**src/nab_pkg.sv**
```systemverilog
// Shared types and constants of the 3x3 neighbour average blur.
package nab_pkg;

  localparam int unsigned CH_W        = 8;
  localparam int unsigned ROW_W       = 12;
  localparam int unsigned COL_W       = 10;
  localparam int unsigned FW_W        = 11;
  localparam int unsigned FH_W        = 13;
  localparam int unsigned HEIGHT_MAX  = 4096;
  localparam int unsigned CFG_IDX_W   = 2;
  localparam int unsigned CFG_DATA_W  = 13;
  localparam int unsigned OUTQ_DEPTH  = 8;
  localparam int unsigned OUTQ_PTR_W  = $clog2(OUTQ_DEPTH);
  localparam int unsigned OUTQ_CNT_W  = $clog2(OUTQ_DEPTH + 1);
  localparam int unsigned DIV_SHIFT   = 3;

  typedef enum logic [CFG_IDX_W-1:0] {
    CFG_FRAME_WIDTH  = 2'd0,
    CFG_FRAME_HEIGHT = 2'd1
  } cfg_idx_e;

  typedef struct packed {
    logic [CH_W-1:0] red;
    logic [CH_W-1:0] green;
    logic [CH_W-1:0] blue;
  } pix_t;

  typedef struct packed {
    logic [CH_W-1:0]  out_red;
    logic [CH_W-1:0]  out_green;
    logic [CH_W-1:0]  out_blue;
    logic [ROW_W-1:0] out_row;
    logic [COL_W-1:0] out_col;
    logic             frame_last;
  } result_t;

  typedef struct packed {
    pix_t older;
    pix_t newer;
  } line_t;

  typedef struct packed {
    logic             interior;
    logic             border;
    logic             last;
    logic [ROW_W-1:0] row;
    logic [COL_W-1:0] col;
  } ctrl_t;

endpackage

```
**src/nab_window.sv**
```systemverilog
// Window registers and the eight-neighbour average.
module nab_window (
  input  logic             clk_i,
  input  logic             rst_ni,
  input  logic             valid_i,
  input  nab_pkg::pix_t    pix_i,
  input  nab_pkg::line_t   line_i,
  input  nab_pkg::ctrl_t   ctrl_i,
  output logic             push_a_o,
  output nab_pkg::result_t data_a_o,
  output logic             push_b_o,
  output nab_pkg::result_t data_b_o
);
  import nab_pkg::*;

  pix_t win_q [3][2];
  pix_t col_new [3];
  pix_t avg;

  function automatic logic [CH_W-1:0] avg8(
    input logic [CH_W-1:0] a, input logic [CH_W-1:0] b,
    input logic [CH_W-1:0] c, input logic [CH_W-1:0] d,
    input logic [CH_W-1:0] e, input logic [CH_W-1:0] f,
    input logic [CH_W-1:0] g, input logic [CH_W-1:0] h
  );
    logic [CH_W-1:0] s;
    s = CH_W'(a >> DIV_SHIFT) + CH_W'(b >> DIV_SHIFT) + CH_W'(c >> DIV_SHIFT)
      + CH_W'(d >> DIV_SHIFT) + CH_W'(e >> DIV_SHIFT) + CH_W'(f >> DIV_SHIFT)
      + CH_W'(g >> DIV_SHIFT) + CH_W'(h >> DIV_SHIFT);
    return s;
  endfunction

  always_comb begin
    col_new[0] = line_i.older;
    col_new[1] = line_i.newer;
    col_new[2] = pix_i;
    avg.red   = avg8(win_q[0][0].red, win_q[0][1].red, col_new[0].red,
                     win_q[1][0].red, col_new[1].red,
                     win_q[2][0].red, win_q[2][1].red, col_new[2].red);
    avg.green = avg8(win_q[0][0].green, win_q[0][1].green, col_new[0].green,
                     win_q[1][0].green, col_new[1].green,
                     win_q[2][0].green, win_q[2][1].green, col_new[2].green);
    avg.blue  = avg8(win_q[0][0].blue, win_q[0][1].blue, col_new[0].blue,
                     win_q[1][0].blue, col_new[1].blue,
                     win_q[2][0].blue, win_q[2][1].blue, col_new[2].blue);
  end

  always_ff @(posedge clk_i or negedge rst_ni) begin
    if (!rst_ni) begin
      for (int i = 0; i < 3; i++) begin
        win_q[i][0] <= '0;
        win_q[i][1] <= '0;
      end
    end else if (valid_i) begin
      for (int i = 0; i < 3; i++) begin
        win_q[i][0] <= win_q[i][1];
        win_q[i][1] <= col_new[i];
      end
    end
  end

  always_comb begin
    push_a_o            = valid_i && ctrl_i.interior;
    data_a_o.out_red    = avg.red;
    data_a_o.out_green  = avg.green;
    data_a_o.out_blue   = avg.blue;
    data_a_o.out_row    = ctrl_i.row - ROW_W'(1);
    data_a_o.out_col    = ctrl_i.col - COL_W'(1);
    data_a_o.frame_last = 1'b0;

    push_b_o            = valid_i && ctrl_i.border;
    data_b_o.out_red    = pix_i.red;
    data_b_o.out_green  = pix_i.green;
    data_b_o.out_blue   = pix_i.blue;
    data_b_o.out_row    = ctrl_i.row;
    data_b_o.out_col    = ctrl_i.col;
    data_b_o.frame_last = ctrl_i.last;
  end

endmodule

```
**config.mk**
```make
export PLATFORM = sky130hd
export DESIGN_NAME = nab_window
export DESIGN_NICKNAME = d
export VERILOG_FILES = /design/src/nab_pkg.sv /design/src/nab_window.sv
export SDC_FILE = /design/constraint.sdc
export NUM_CORES = 1
export LEC_CHECK = 0
export BUFFER_PORTS_ARGS = -buffer_cell sky130_fd_sc_hd__buf_2
export CAP_MARGIN = 25
export CORE_MARGIN = 2
export CORE_UTILIZATION = 54
export DETAILED_ROUTE_END_ITERATION = 12
export GPL_ROUTABILITY_DRIVEN = 0
export PLACE_DENSITY = 0.82
export RECOVER_POWER = 100
export SETUP_SLACK_MARGIN = 0.3
export SYNTH_ARGS = -nofsm -noshare
export SYNTH_HDL_FRONTEND = slang
export SYNTH_SLANG_ARGS = --single-unit
```
**constraint.sdc**
```tcl
create_clock -name clk_i -period 5.9 [get_ports clk_i]
set_input_delay 0.59 -clock clk_i [delete_from_list [all_inputs] [get_ports clk_i]]
set_output_delay 0.59 -clock clk_i [all_outputs]
set_load 0.005 [all_outputs]
```
==> qor.yml <==
clk_latency_ns: 0.33
timing.setup.tns_ns: 0
slew-limit-headroom_pct: -136
dp_hpwl_um: 9470
grt_util_all_layers_pct: 18.1
synth_cell_type_count: 26
core_area_um2: 12600
cts_tree: "built"
hp-class: "in -> async"
synth_cells: 710
drtAntennaViolNets: 0
drt-total-wl_um: 11700
worstSetupPathType: "in -> out"
cp.required_ns: 5.31
arrival_ns: 4.35
instances_no_fill: 992
viasPerCell: 4.67
synth-seq-cells: 90
violations: "capacitance limit, slew limit"
top_register: "win_q"
antenna_found_initial: 1
syn-cell-area_um2: 6950
cp_common_cell: "fa_1"
grt_pass1_vias: 4673
crit_fanout: 3
min_period_over_period_pct: 83.7
finalNetCount: 1028
clkTransAtPathRegs_ns: 0.06
worstMarginPinSlew_ns: 3.54
rows: 41
reg2reg_from: "win_q[14]"
synth.avg_cell_area_um2: 9.79
postCtsHoldBufs: 0
powerDensity_nw_per_um2: 467
critPathBufInv: 6
synth_nets: 923
fp.dieW_um: 117
worstSetupEndpointType: "primary output"
synth_ff_type: "dfrtp_1"
drt_iter0_drc: 125
cts_buffers: 9
slew_viol_final: 184
r2r_slack_ns: 5.01
reg2regPathDepth: 2
cts_max_level: 3
grt_pass1_wl_um: 20600
synth-edff-count: 0
dr.pass1.iters: 4
rsz0062_at_grt: "no"
cts.sinks: 90
reg.largest.list: "win_q: 90 flops"
fin_worst_skew_ns: 0.00287
status: "finished, violations left"
hold_viol: 0
wire_per_inst_um: 11.8
ys_seq_area_share_pct: 32.4
max_stage_delay_ns: 0.54
drc_errors: 0
die_h_um: 117
portBuffers: 156
irDropWorstVdd_v: 0.000341
max_freq_mhz: 203
initial_core_util_pct: 55.3
vias: 4630
reg2reg_to: "win_q[14]"
cap_violations: 3
cp_top_family: "adder cells"
ctsRootBufferMaster: "clkbuf_16"
cp-start-kind: "input port"
dp_cells: 976
overflow: 0
postCtsSetupBuffers: 0
syn2layout_area_growth_pct: 11.5
cts_resized: 0
io_pins: 196
drive_gt1_share_pct: 17.9
slowest_stage: "fa_1"
async_flop_share_pct: 100
dieArea_um2: 13800
clock_path_buffers: 2
cp_cell_sequence: "clkbuf_1 > inv_1 > fa_1 > inv_1 > fa_1 > fa_1 > inv_1 > fa_1 > inv_1 > ha_1 > fa_1 > a21o_1 > a21oi_1 > xnor2_1 > clkbuf_1"
setup_viol: 0
leakagePower_nw: 4.13
synth_warnings: 0
largest_reg_flops: 90
fin_crit_ns: 4.94
grt_max_degree: 94
-- layout by cell type, fill, tap and decap left out, drive strengths merged, types with 7 or more instances in the layout --
cell,instances
fa,87
xor2,12
dfrtp,90
ha,26
xnor2,11
nor2,14
o21ai,63
mux2,33
inv,209
nand2,66
buf,90
clkbuf,80
nor3,7
-- stage by stage --
step	total power [mW]	hold WS, ns	worst slack (ns)	area (um2)	utilization [%]
after floorplan	2.34	0.294	1.38	6950	-
after global placement	3.02	0.387	1.07	7540	60.0
after detailed placement	3.14	0.386	1.00	7570	60.2
after CTS	3.75	0.0255	0.997	7870	62.6
after global routing	4.09	0.0769	0.446	7750	61.7
final	3.62	0.0677	0.963	7750	61.7
-- final cells by class --
cell class / count / area [um2]
multi-input combinational: 346 / 3470
fill: 1108 / 4820
clock inverter: 4 / 51.3
antenna: 1 / 2.50
timing repair buffer: 159 / 719
inverter: 209 / 785
sequential: 90 / 2250
clock buffer: 11 / 253
tap: 172 / 215
-- worst max-delay path by stage --
stage / startpoint / to / depth (start not counted)
2_1_floorplan: pix_i[13] / data_a_o[37] / 13
3_3_place_gp: pix_i[13] / data_a_o[37] / 15
3_5_place_dp: pix_i[13] / data_a_o[37] / 15
4_1_cts: win_q[13] / data_a_o[37] / 14
5_1_grt: rst_ni / win_q[21] / 3
6_report: pix_i[21] / data_a_o[45] / 15
-- kinds of logic after synthesis --
logic type / after synthesis / share of synthesized area [%]
DFF: 90 / 32.4
AOI/OAI and AO/OA: 78 / 6.05
xor gates and xnor gates: 23 / 2.90
muxes: 33 / 5.35
other: 1 / 0.0540
and+or+nand+nor: 98 / 6.09
buffers and inverters: 274 / 17.4
adders and majority gates: 113 / 29.7
-- power by group --
group	switching (mW)	leakage [nW]	internal, mW
clock network	0.230	0.148	0.349
logic	1.28	2.90	1.05
registers	0.0319	1.09	0.685
total	1.54	4.13	2.08
-- worst register-to-register path, cell delays in order (launching register included) --
cell and delay, ns:
dfrtp_1 0.39, inv_1 0.10, o21ai_0 0.11
-- per-layer routing --
layer  vias to the layer above  global-route usage (%)  wire length (um)
met3                        13                    3.60               601
met4                         0                    4.89               195
met1                      2249                    23.6              5060
met5                         -                       0                 0
li1                       2236                       -                 -
met2                       132                    31.2              5840
-- Yosys cell counts (all sizes together), types with 6 or more instances --
library cell	instances	share of area, %
a21o	6	0.65
ha	26	4.7
xor2	12	1.5
o21ai	63	4.5
nor3	7	0.65
fa	87	25
xnor2	11	1.4
a211oi	6	0.65
dfrtp	90	32
nor2	14	0.76
inv	209	11
buf	51	5.4
mux2	33	5.3
clkbuf	14	0.76
nand2	66	3.6
Note: power is estimated with default switching activity, not from simulation.
