**config.mk**
```make
export PLATFORM = sky130hd
export DESIGN_NAME = nab_outq
export DESIGN_NICKNAME = d
export VERILOG_FILES = /design/src/nab_pkg.sv /design/src/nab_outq.sv
export SDC_FILE = /design/constraint.sdc
export NUM_CORES = 1
export LEC_CHECK = 0
export BUFFER_PORTS_ARGS = -buffer_cell sky130_fd_sc_hd__buf_2
export CAP_MARGIN = 0
export CORE_ASPECT_RATIO = 0.75
export CORE_MARGIN = 1.5
export CORE_UTILIZATION = 35
export DETAILED_ROUTE_END_ITERATION = 7
export GPL_TIMING_DRIVEN = 0
export SYNTH_ARGS = -nofsm -noshare
export SYNTH_HDL_FRONTEND = slang
export SYNTH_SLANG_ARGS = --single-unit
export TNS_END_PERCENT = 20
```
**constraint.sdc**
```tcl
create_clock -name clk_i -period 7.26 [get_ports clk_i]
set_input_delay 1.452 -clock clk_i [delete_from_list [all_inputs] [get_ports clk_i]]
set_output_delay 1.452 -clock clk_i [all_outputs]
set_load 0.02 [all_outputs]
```
**src/nab_pkg.sv**
```systemverilog
// Shared types and constants of the 3x3 neighbour average blur.
package nab_pkg;

  localparam int unsigned CH_W        = 8;
  localparam int unsigned ROW_W       = 12;
  localparam int unsigned COL_W       = 10;
  localparam int unsigned FW_W        = 11;
  localparam int unsigned FH_W        = 13;
  localparam int unsigned HEIGHT_MAX  = 4096;
  localparam int unsigned CFG_IDX_W   = 2;
  localparam int unsigned CFG_DATA_W  = 13;
  localparam int unsigned OUTQ_DEPTH  = 8;
  localparam int unsigned OUTQ_PTR_W  = $clog2(OUTQ_DEPTH);
  localparam int unsigned OUTQ_CNT_W  = $clog2(OUTQ_DEPTH + 1);
  localparam int unsigned DIV_SHIFT   = 3;

  typedef enum logic [CFG_IDX_W-1:0] {
    CFG_FRAME_WIDTH  = 2'd0,
    CFG_FRAME_HEIGHT = 2'd1
  } cfg_idx_e;

  typedef struct packed {
    logic [CH_W-1:0] red;
    logic [CH_W-1:0] green;
    logic [CH_W-1:0] blue;
  } pix_t;

  typedef struct packed {
    logic [CH_W-1:0]  out_red;
    logic [CH_W-1:0]  out_green;
    logic [CH_W-1:0]  out_blue;
    logic [ROW_W-1:0] out_row;
    logic [COL_W-1:0] out_col;
    logic             frame_last;
  } result_t;

  typedef struct packed {
    pix_t older;
    pix_t newer;
  } line_t;

  typedef struct packed {
    logic             interior;
    logic             border;
    logic             last;
    logic [ROW_W-1:0] row;
    logic [COL_W-1:0] col;
  } ctrl_t;

endpackage

```
**src/nab_outq.sv**
```systemverilog
// Result queue taking up to two items per cycle and giving one while out_ready_i is high.
module nab_outq (
  input  logic                            clk_i,
  input  logic                            rst_ni,
  input  logic                            push_a_i,
  input  nab_pkg::result_t                data_a_i,
  input  logic                            push_b_i,
  input  nab_pkg::result_t                data_b_i,
  output logic                            out_valid_o,
  input  logic                            out_ready_i,
  output nab_pkg::result_t                out_data_o,
  output logic [nab_pkg::OUTQ_CNT_W-1:0]  count_o
);
  import nab_pkg::*;

  result_t                 q_mem [OUTQ_DEPTH];
  logic [OUTQ_PTR_W-1:0]   wr_ptr_q, wr_ptr_d;
  logic [OUTQ_PTR_W-1:0]   rd_ptr_q, rd_ptr_d;
  logic [OUTQ_CNT_W-1:0]   cnt_q, cnt_d;
  logic [OUTQ_PTR_W-1:0]   b_ptr;
  logic                    pop;
  logic [1:0]              n_push;

  assign out_valid_o = (cnt_q != '0);
  assign out_data_o  = q_mem[rd_ptr_q];
  assign count_o     = cnt_q;
  assign pop         = out_valid_o && out_ready_i;
  assign n_push      = 2'(push_a_i) + 2'(push_b_i);
  assign b_ptr       = push_a_i ? wr_ptr_q + OUTQ_PTR_W'(1) : wr_ptr_q;

  always_comb begin
    wr_ptr_d = wr_ptr_q + OUTQ_PTR_W'(n_push);
    rd_ptr_d = rd_ptr_q + OUTQ_PTR_W'(pop);
    cnt_d    = cnt_q + OUTQ_CNT_W'(n_push) - OUTQ_CNT_W'(pop);
  end

  always_ff @(posedge clk_i) begin
    if (push_a_i) begin
      q_mem[wr_ptr_q] <= data_a_i;
    end
    if (push_b_i) begin
      q_mem[b_ptr] <= data_b_i;
    end
  end

  always_ff @(posedge clk_i or negedge rst_ni) begin
    if (!rst_ni) begin
      wr_ptr_q <= '0;
      rd_ptr_q <= '0;
      cnt_q    <= '0;
    end else begin
      wr_ptr_q <= wr_ptr_d;
      rd_ptr_q <= rd_ptr_d;
      cnt_q    <= cnt_d;
    end
  end

endmodule

```
==> metrics.md <==
| Metric | Value |
|---|---|
| Outcome | `finished clean` |
| Post-CTS Setup Bufs | `0` |
| Largest net degree at the start of global routing | `22` |
| Max VDD drop | `0.3002 mV` |
| Vias in the first global route | `15.37k` |
| Initial antenna violation count | `5` |
| CTS Hold Buffers Added | `0` |
| # fillers | `5296` |
| Clock sink count | `386` |
| Worst Path Max Fanout | `10` |
| WS Path Type | `reg2out` |
| Reg2Reg Depth | `7` |
| Worst-Margin Slew | `1.209 ns` |
| Final slew viol count | `0` |
| Fmax | `208.4 MHz` |
| GP Congestion | `0.8853` |
| Residual DRC | `0` |
| Post-cts resize count | `0` |
| Final setup fails | `0` |
| Clock skew | `0.02608 ns` |
| CTS buffer count | `41` |
| Post-DP HPWL | `47.18 mm` |
| Hold wc startpoint | `count_o[0]$_DFF_PN0_` |
| H-Tree Depth | `2` |
| Mean Syn Cell Area | `14.72 um^2` |
| CP most frequent cell | `clkbuf_1` |
| GR Util All Layers | `23.27%` |
| CTS tree | `yes` |
| CP required | `5.81 ns` |
| Final hold violation count | `0` |
| Synth warnings | `0` |
| CP Data Arrival Time | `3.35 ns` |
| Switching Power | `4787 uW` |
| Reg clk slew, reported paths | `0.06 ns` |
| Number of DRC markers in iteration 0 | `2622` |
| Die ar. | `0.06023 mm^2` |
| Ys flop type | `edfxtp_1` |
| Slowest cell on crit path | `clkbuf_1` |
| Int Pwr | `6621 uW` |
| Sequential Power Share | `30.8%` |
| Worst skew pair latency | `0.58 ns` |
| Hold Crit Class | `reg2reg` |
| Crit path time final | `4.798 ns` |
| Placed insts | `2344` |
| Crit. Startpoint | `rd_ptr_q[0]$_DFF_PN0_` |
| Port bufs | `150` |
| Synth unique cells | `40` |
| Finished Layout Cells | `2422` |
| Routed vias | `15.23k` |
| First-pass GRT wire length | `102.3 mm` |
| Sw frac | `41.97%` |
| CP cell instances | `clkbuf_1, clkbuf_1, mux4_2, mux2_2, buf_2` |
| Post-synth design cell area | `0.02056 mm^2` |
| Post-Route WL | `70.33 mm` |
| Number of max-cap violations | `0` |
| Ports | `151` |
| Seq cells post-synth | `386` |
| CTS root buf | `clkbuf_16` |
| Crit path launch type | `register` |
| R2R Path Start | `wr_ptr_q[0]$_DFF_PN0_` |
| Slew HR | `19.43%` |
| Capturing element type of the critical path | `primary output` |
| CTS Buffer Depth | `3` |
| Effective utilization at floorplan | `35.63%` |
| Row Count | `76` |
| Mapped Cells | `1397` |
| Design Power | `11410 uW` |
| Crit path depth | `5` |
| Power density cells | `472.7 mW/mm^2` |
| Synth Net Count | `1507` |
| Final ANT Viol Nets | `0` |
| Largest delay share family, worst path | `buffers and inverters` |
| Part of the power in combinational logic | `50.2%` |
| Area Growth Syn to Fin | `17.37%` |
| Clock share of power | `19.1%` |
| Post-synth EDFFs | `376` |
| Grt total ovfl | `0` |
| Via density per instance | `6.287` |
| Largest stage delay, worst path | `0.95 ns` |
| DR WL/cell | `29.04 um` |
| Synth async-reset ratio | `2.591%` |
| Post-synthesis sequential area ratio | `56.12%` |
| RSZ-0062 raised after global routing | `false` |
| Core ar. | `0.05772 mm^2` |
| Worst path bufs/invs | `3` |
| Leakage | `0.007542 uW` |
| Hold path depth | `1` |
| NumNets Final | `1717` |
| Share of cells above drive strength 1 | `35.23%` |
| Period Utilization, post-route | `66.09%` |
| DR pass1 iterations | `8` |
| Die Span Y | `212.9 um` |
| Die width | `282.9 um` |
[power groups by stage]
stage	clock network (uW)	logic [uW]	registers, uW
2_1_floorplan	0	3410	3580
3_3_place_gp	0	5310	3700
3_5_place_dp	0	5640	3560
4_1_cts	2190	5670	3510
5_1_grt	2270	6000	3560
6_report	2170	5720	3510
[per-stage QoR]
stage	setup TNS (ns)	worst slack (ns)	hold WS (ns)	instance area, um^2	util, %
after global placement	-645.69	-3.668	0.5339	22290	38.62
after global routing	0	2.331	0.5894	24130	41.81
after CTS	0	2.389	0.5508	24130	41.80
after floorplan	0	1.161	0.5326	20560	-
final	0	2.462	0.5402	24140	41.81
after detailed placement	0	2.471	0.5377	22790	39.48
[worst paths after layout]
path | end | slack [ns]
min in group asynchronous | count_o[2]$_DFF_PN0_ | 0.77
setup / recovery | out_data_o[23] | 2.46
hold / removal | count_o[0]$_DFF_PN0_ | 0.54
max in group asynchronous | wr_ptr_q[1]$_DFF_PN0_ | 6.27
setup reg to reg | q_mem[1][16]$_DFFE_PP_ | 3.43
hold reg to reg | count_o[0]$_DFF_PN0_ | 0.54
[cell usage in the layout, fill, tap and decap left out, types with 5 or more instances in the layout]
cell type and count:
clkinv_2 11, buf_12 9, inv_1 7, clkbuf_16 41, dfrtp_1 10, nand2_1 5
o21ai_0 94, nand3_1 95, edfxtp_1 376, ha_1 9, buf_16 8, bufinv_16 6
xor2_1 5, mux4_2 94, mux2_1 38, clkinv_1 7, clkbuf_1 96, buf_2 185
o211ai_1 282, buf_1 10, mux2_2 198
[kinds of logic (layout without fill, tap and decap cells)]
| group | Yosys count | in the layout | share of synthesized area (%) |
|---|---|---|---|
| buffers and inverters | 151 | 392 | 3.243 |
| flip-flops | 386 | 386 | 56.12 |
| other | 0 | 4 | 0 |
| AND/OR/NAND/NOR | 117 | 117 | 2.994 |
| multiplexers | 331 | 331 | 23.27 |
| AO/OA/AOI/OAI | 393 | 393 | 13.29 |
| adder cells (fa/ha/maj) | 11 | 11 | 0.7423 |
| XOR/XNOR | 8 | 8 | 0.3407 |
[routing by layer]
layer	vias up	wire [um]	global-route usage, %
met1	7723	29070	33.61
met4	6	1420	6.085
li1	6288	-	-
met5	-	40	0
met3	157	7841	5.077
met2	1052	31950	35.37
[area by class of cell]
type | instances | area (um^2) | area share, %
flip-flops and latches | 386 | 11540 | 47.82
multi-input cells | 860 | 8456 | 35.03
repair buffers | 167 | 1151 | 4.769
clock buffers | 47 | 1049 | 4.344
well taps | 780 | 975.9 | 4.044
plain buffers | 144 | 640.6 | 2.654
clock inverters | 27 | 286.5 | 1.187
inverters | 7 | 26.28 | 0.1089
diodes | 4 | 10.01 | 0.04147
[registers in the layout (all words and copies together) (netlist names)]
| signal | flops |
|---|---|
| count_o | 4 |
| wr_ptr_q | 3 |
| q_mem | 376 |
| rd_ptr_q | 3 |
[cell usage after synthesis (all sizes together), types with 4 or more instances]
cell type    n  area share (%)
nand2        5           0.091
clkbuf      90             1.6
ha           9            0.55
o21ai       96             2.3
inv          7            0.13
mux2       236              13
mux4        94              10
o22ai        4            0.12
buf         54             1.5
edfxtp     376              55
dfrtp       10             1.2
nand3       95             2.3
o211ai     282              10
xor2         5            0.21
Note: power is estimated with default switching activity, not from simulation.
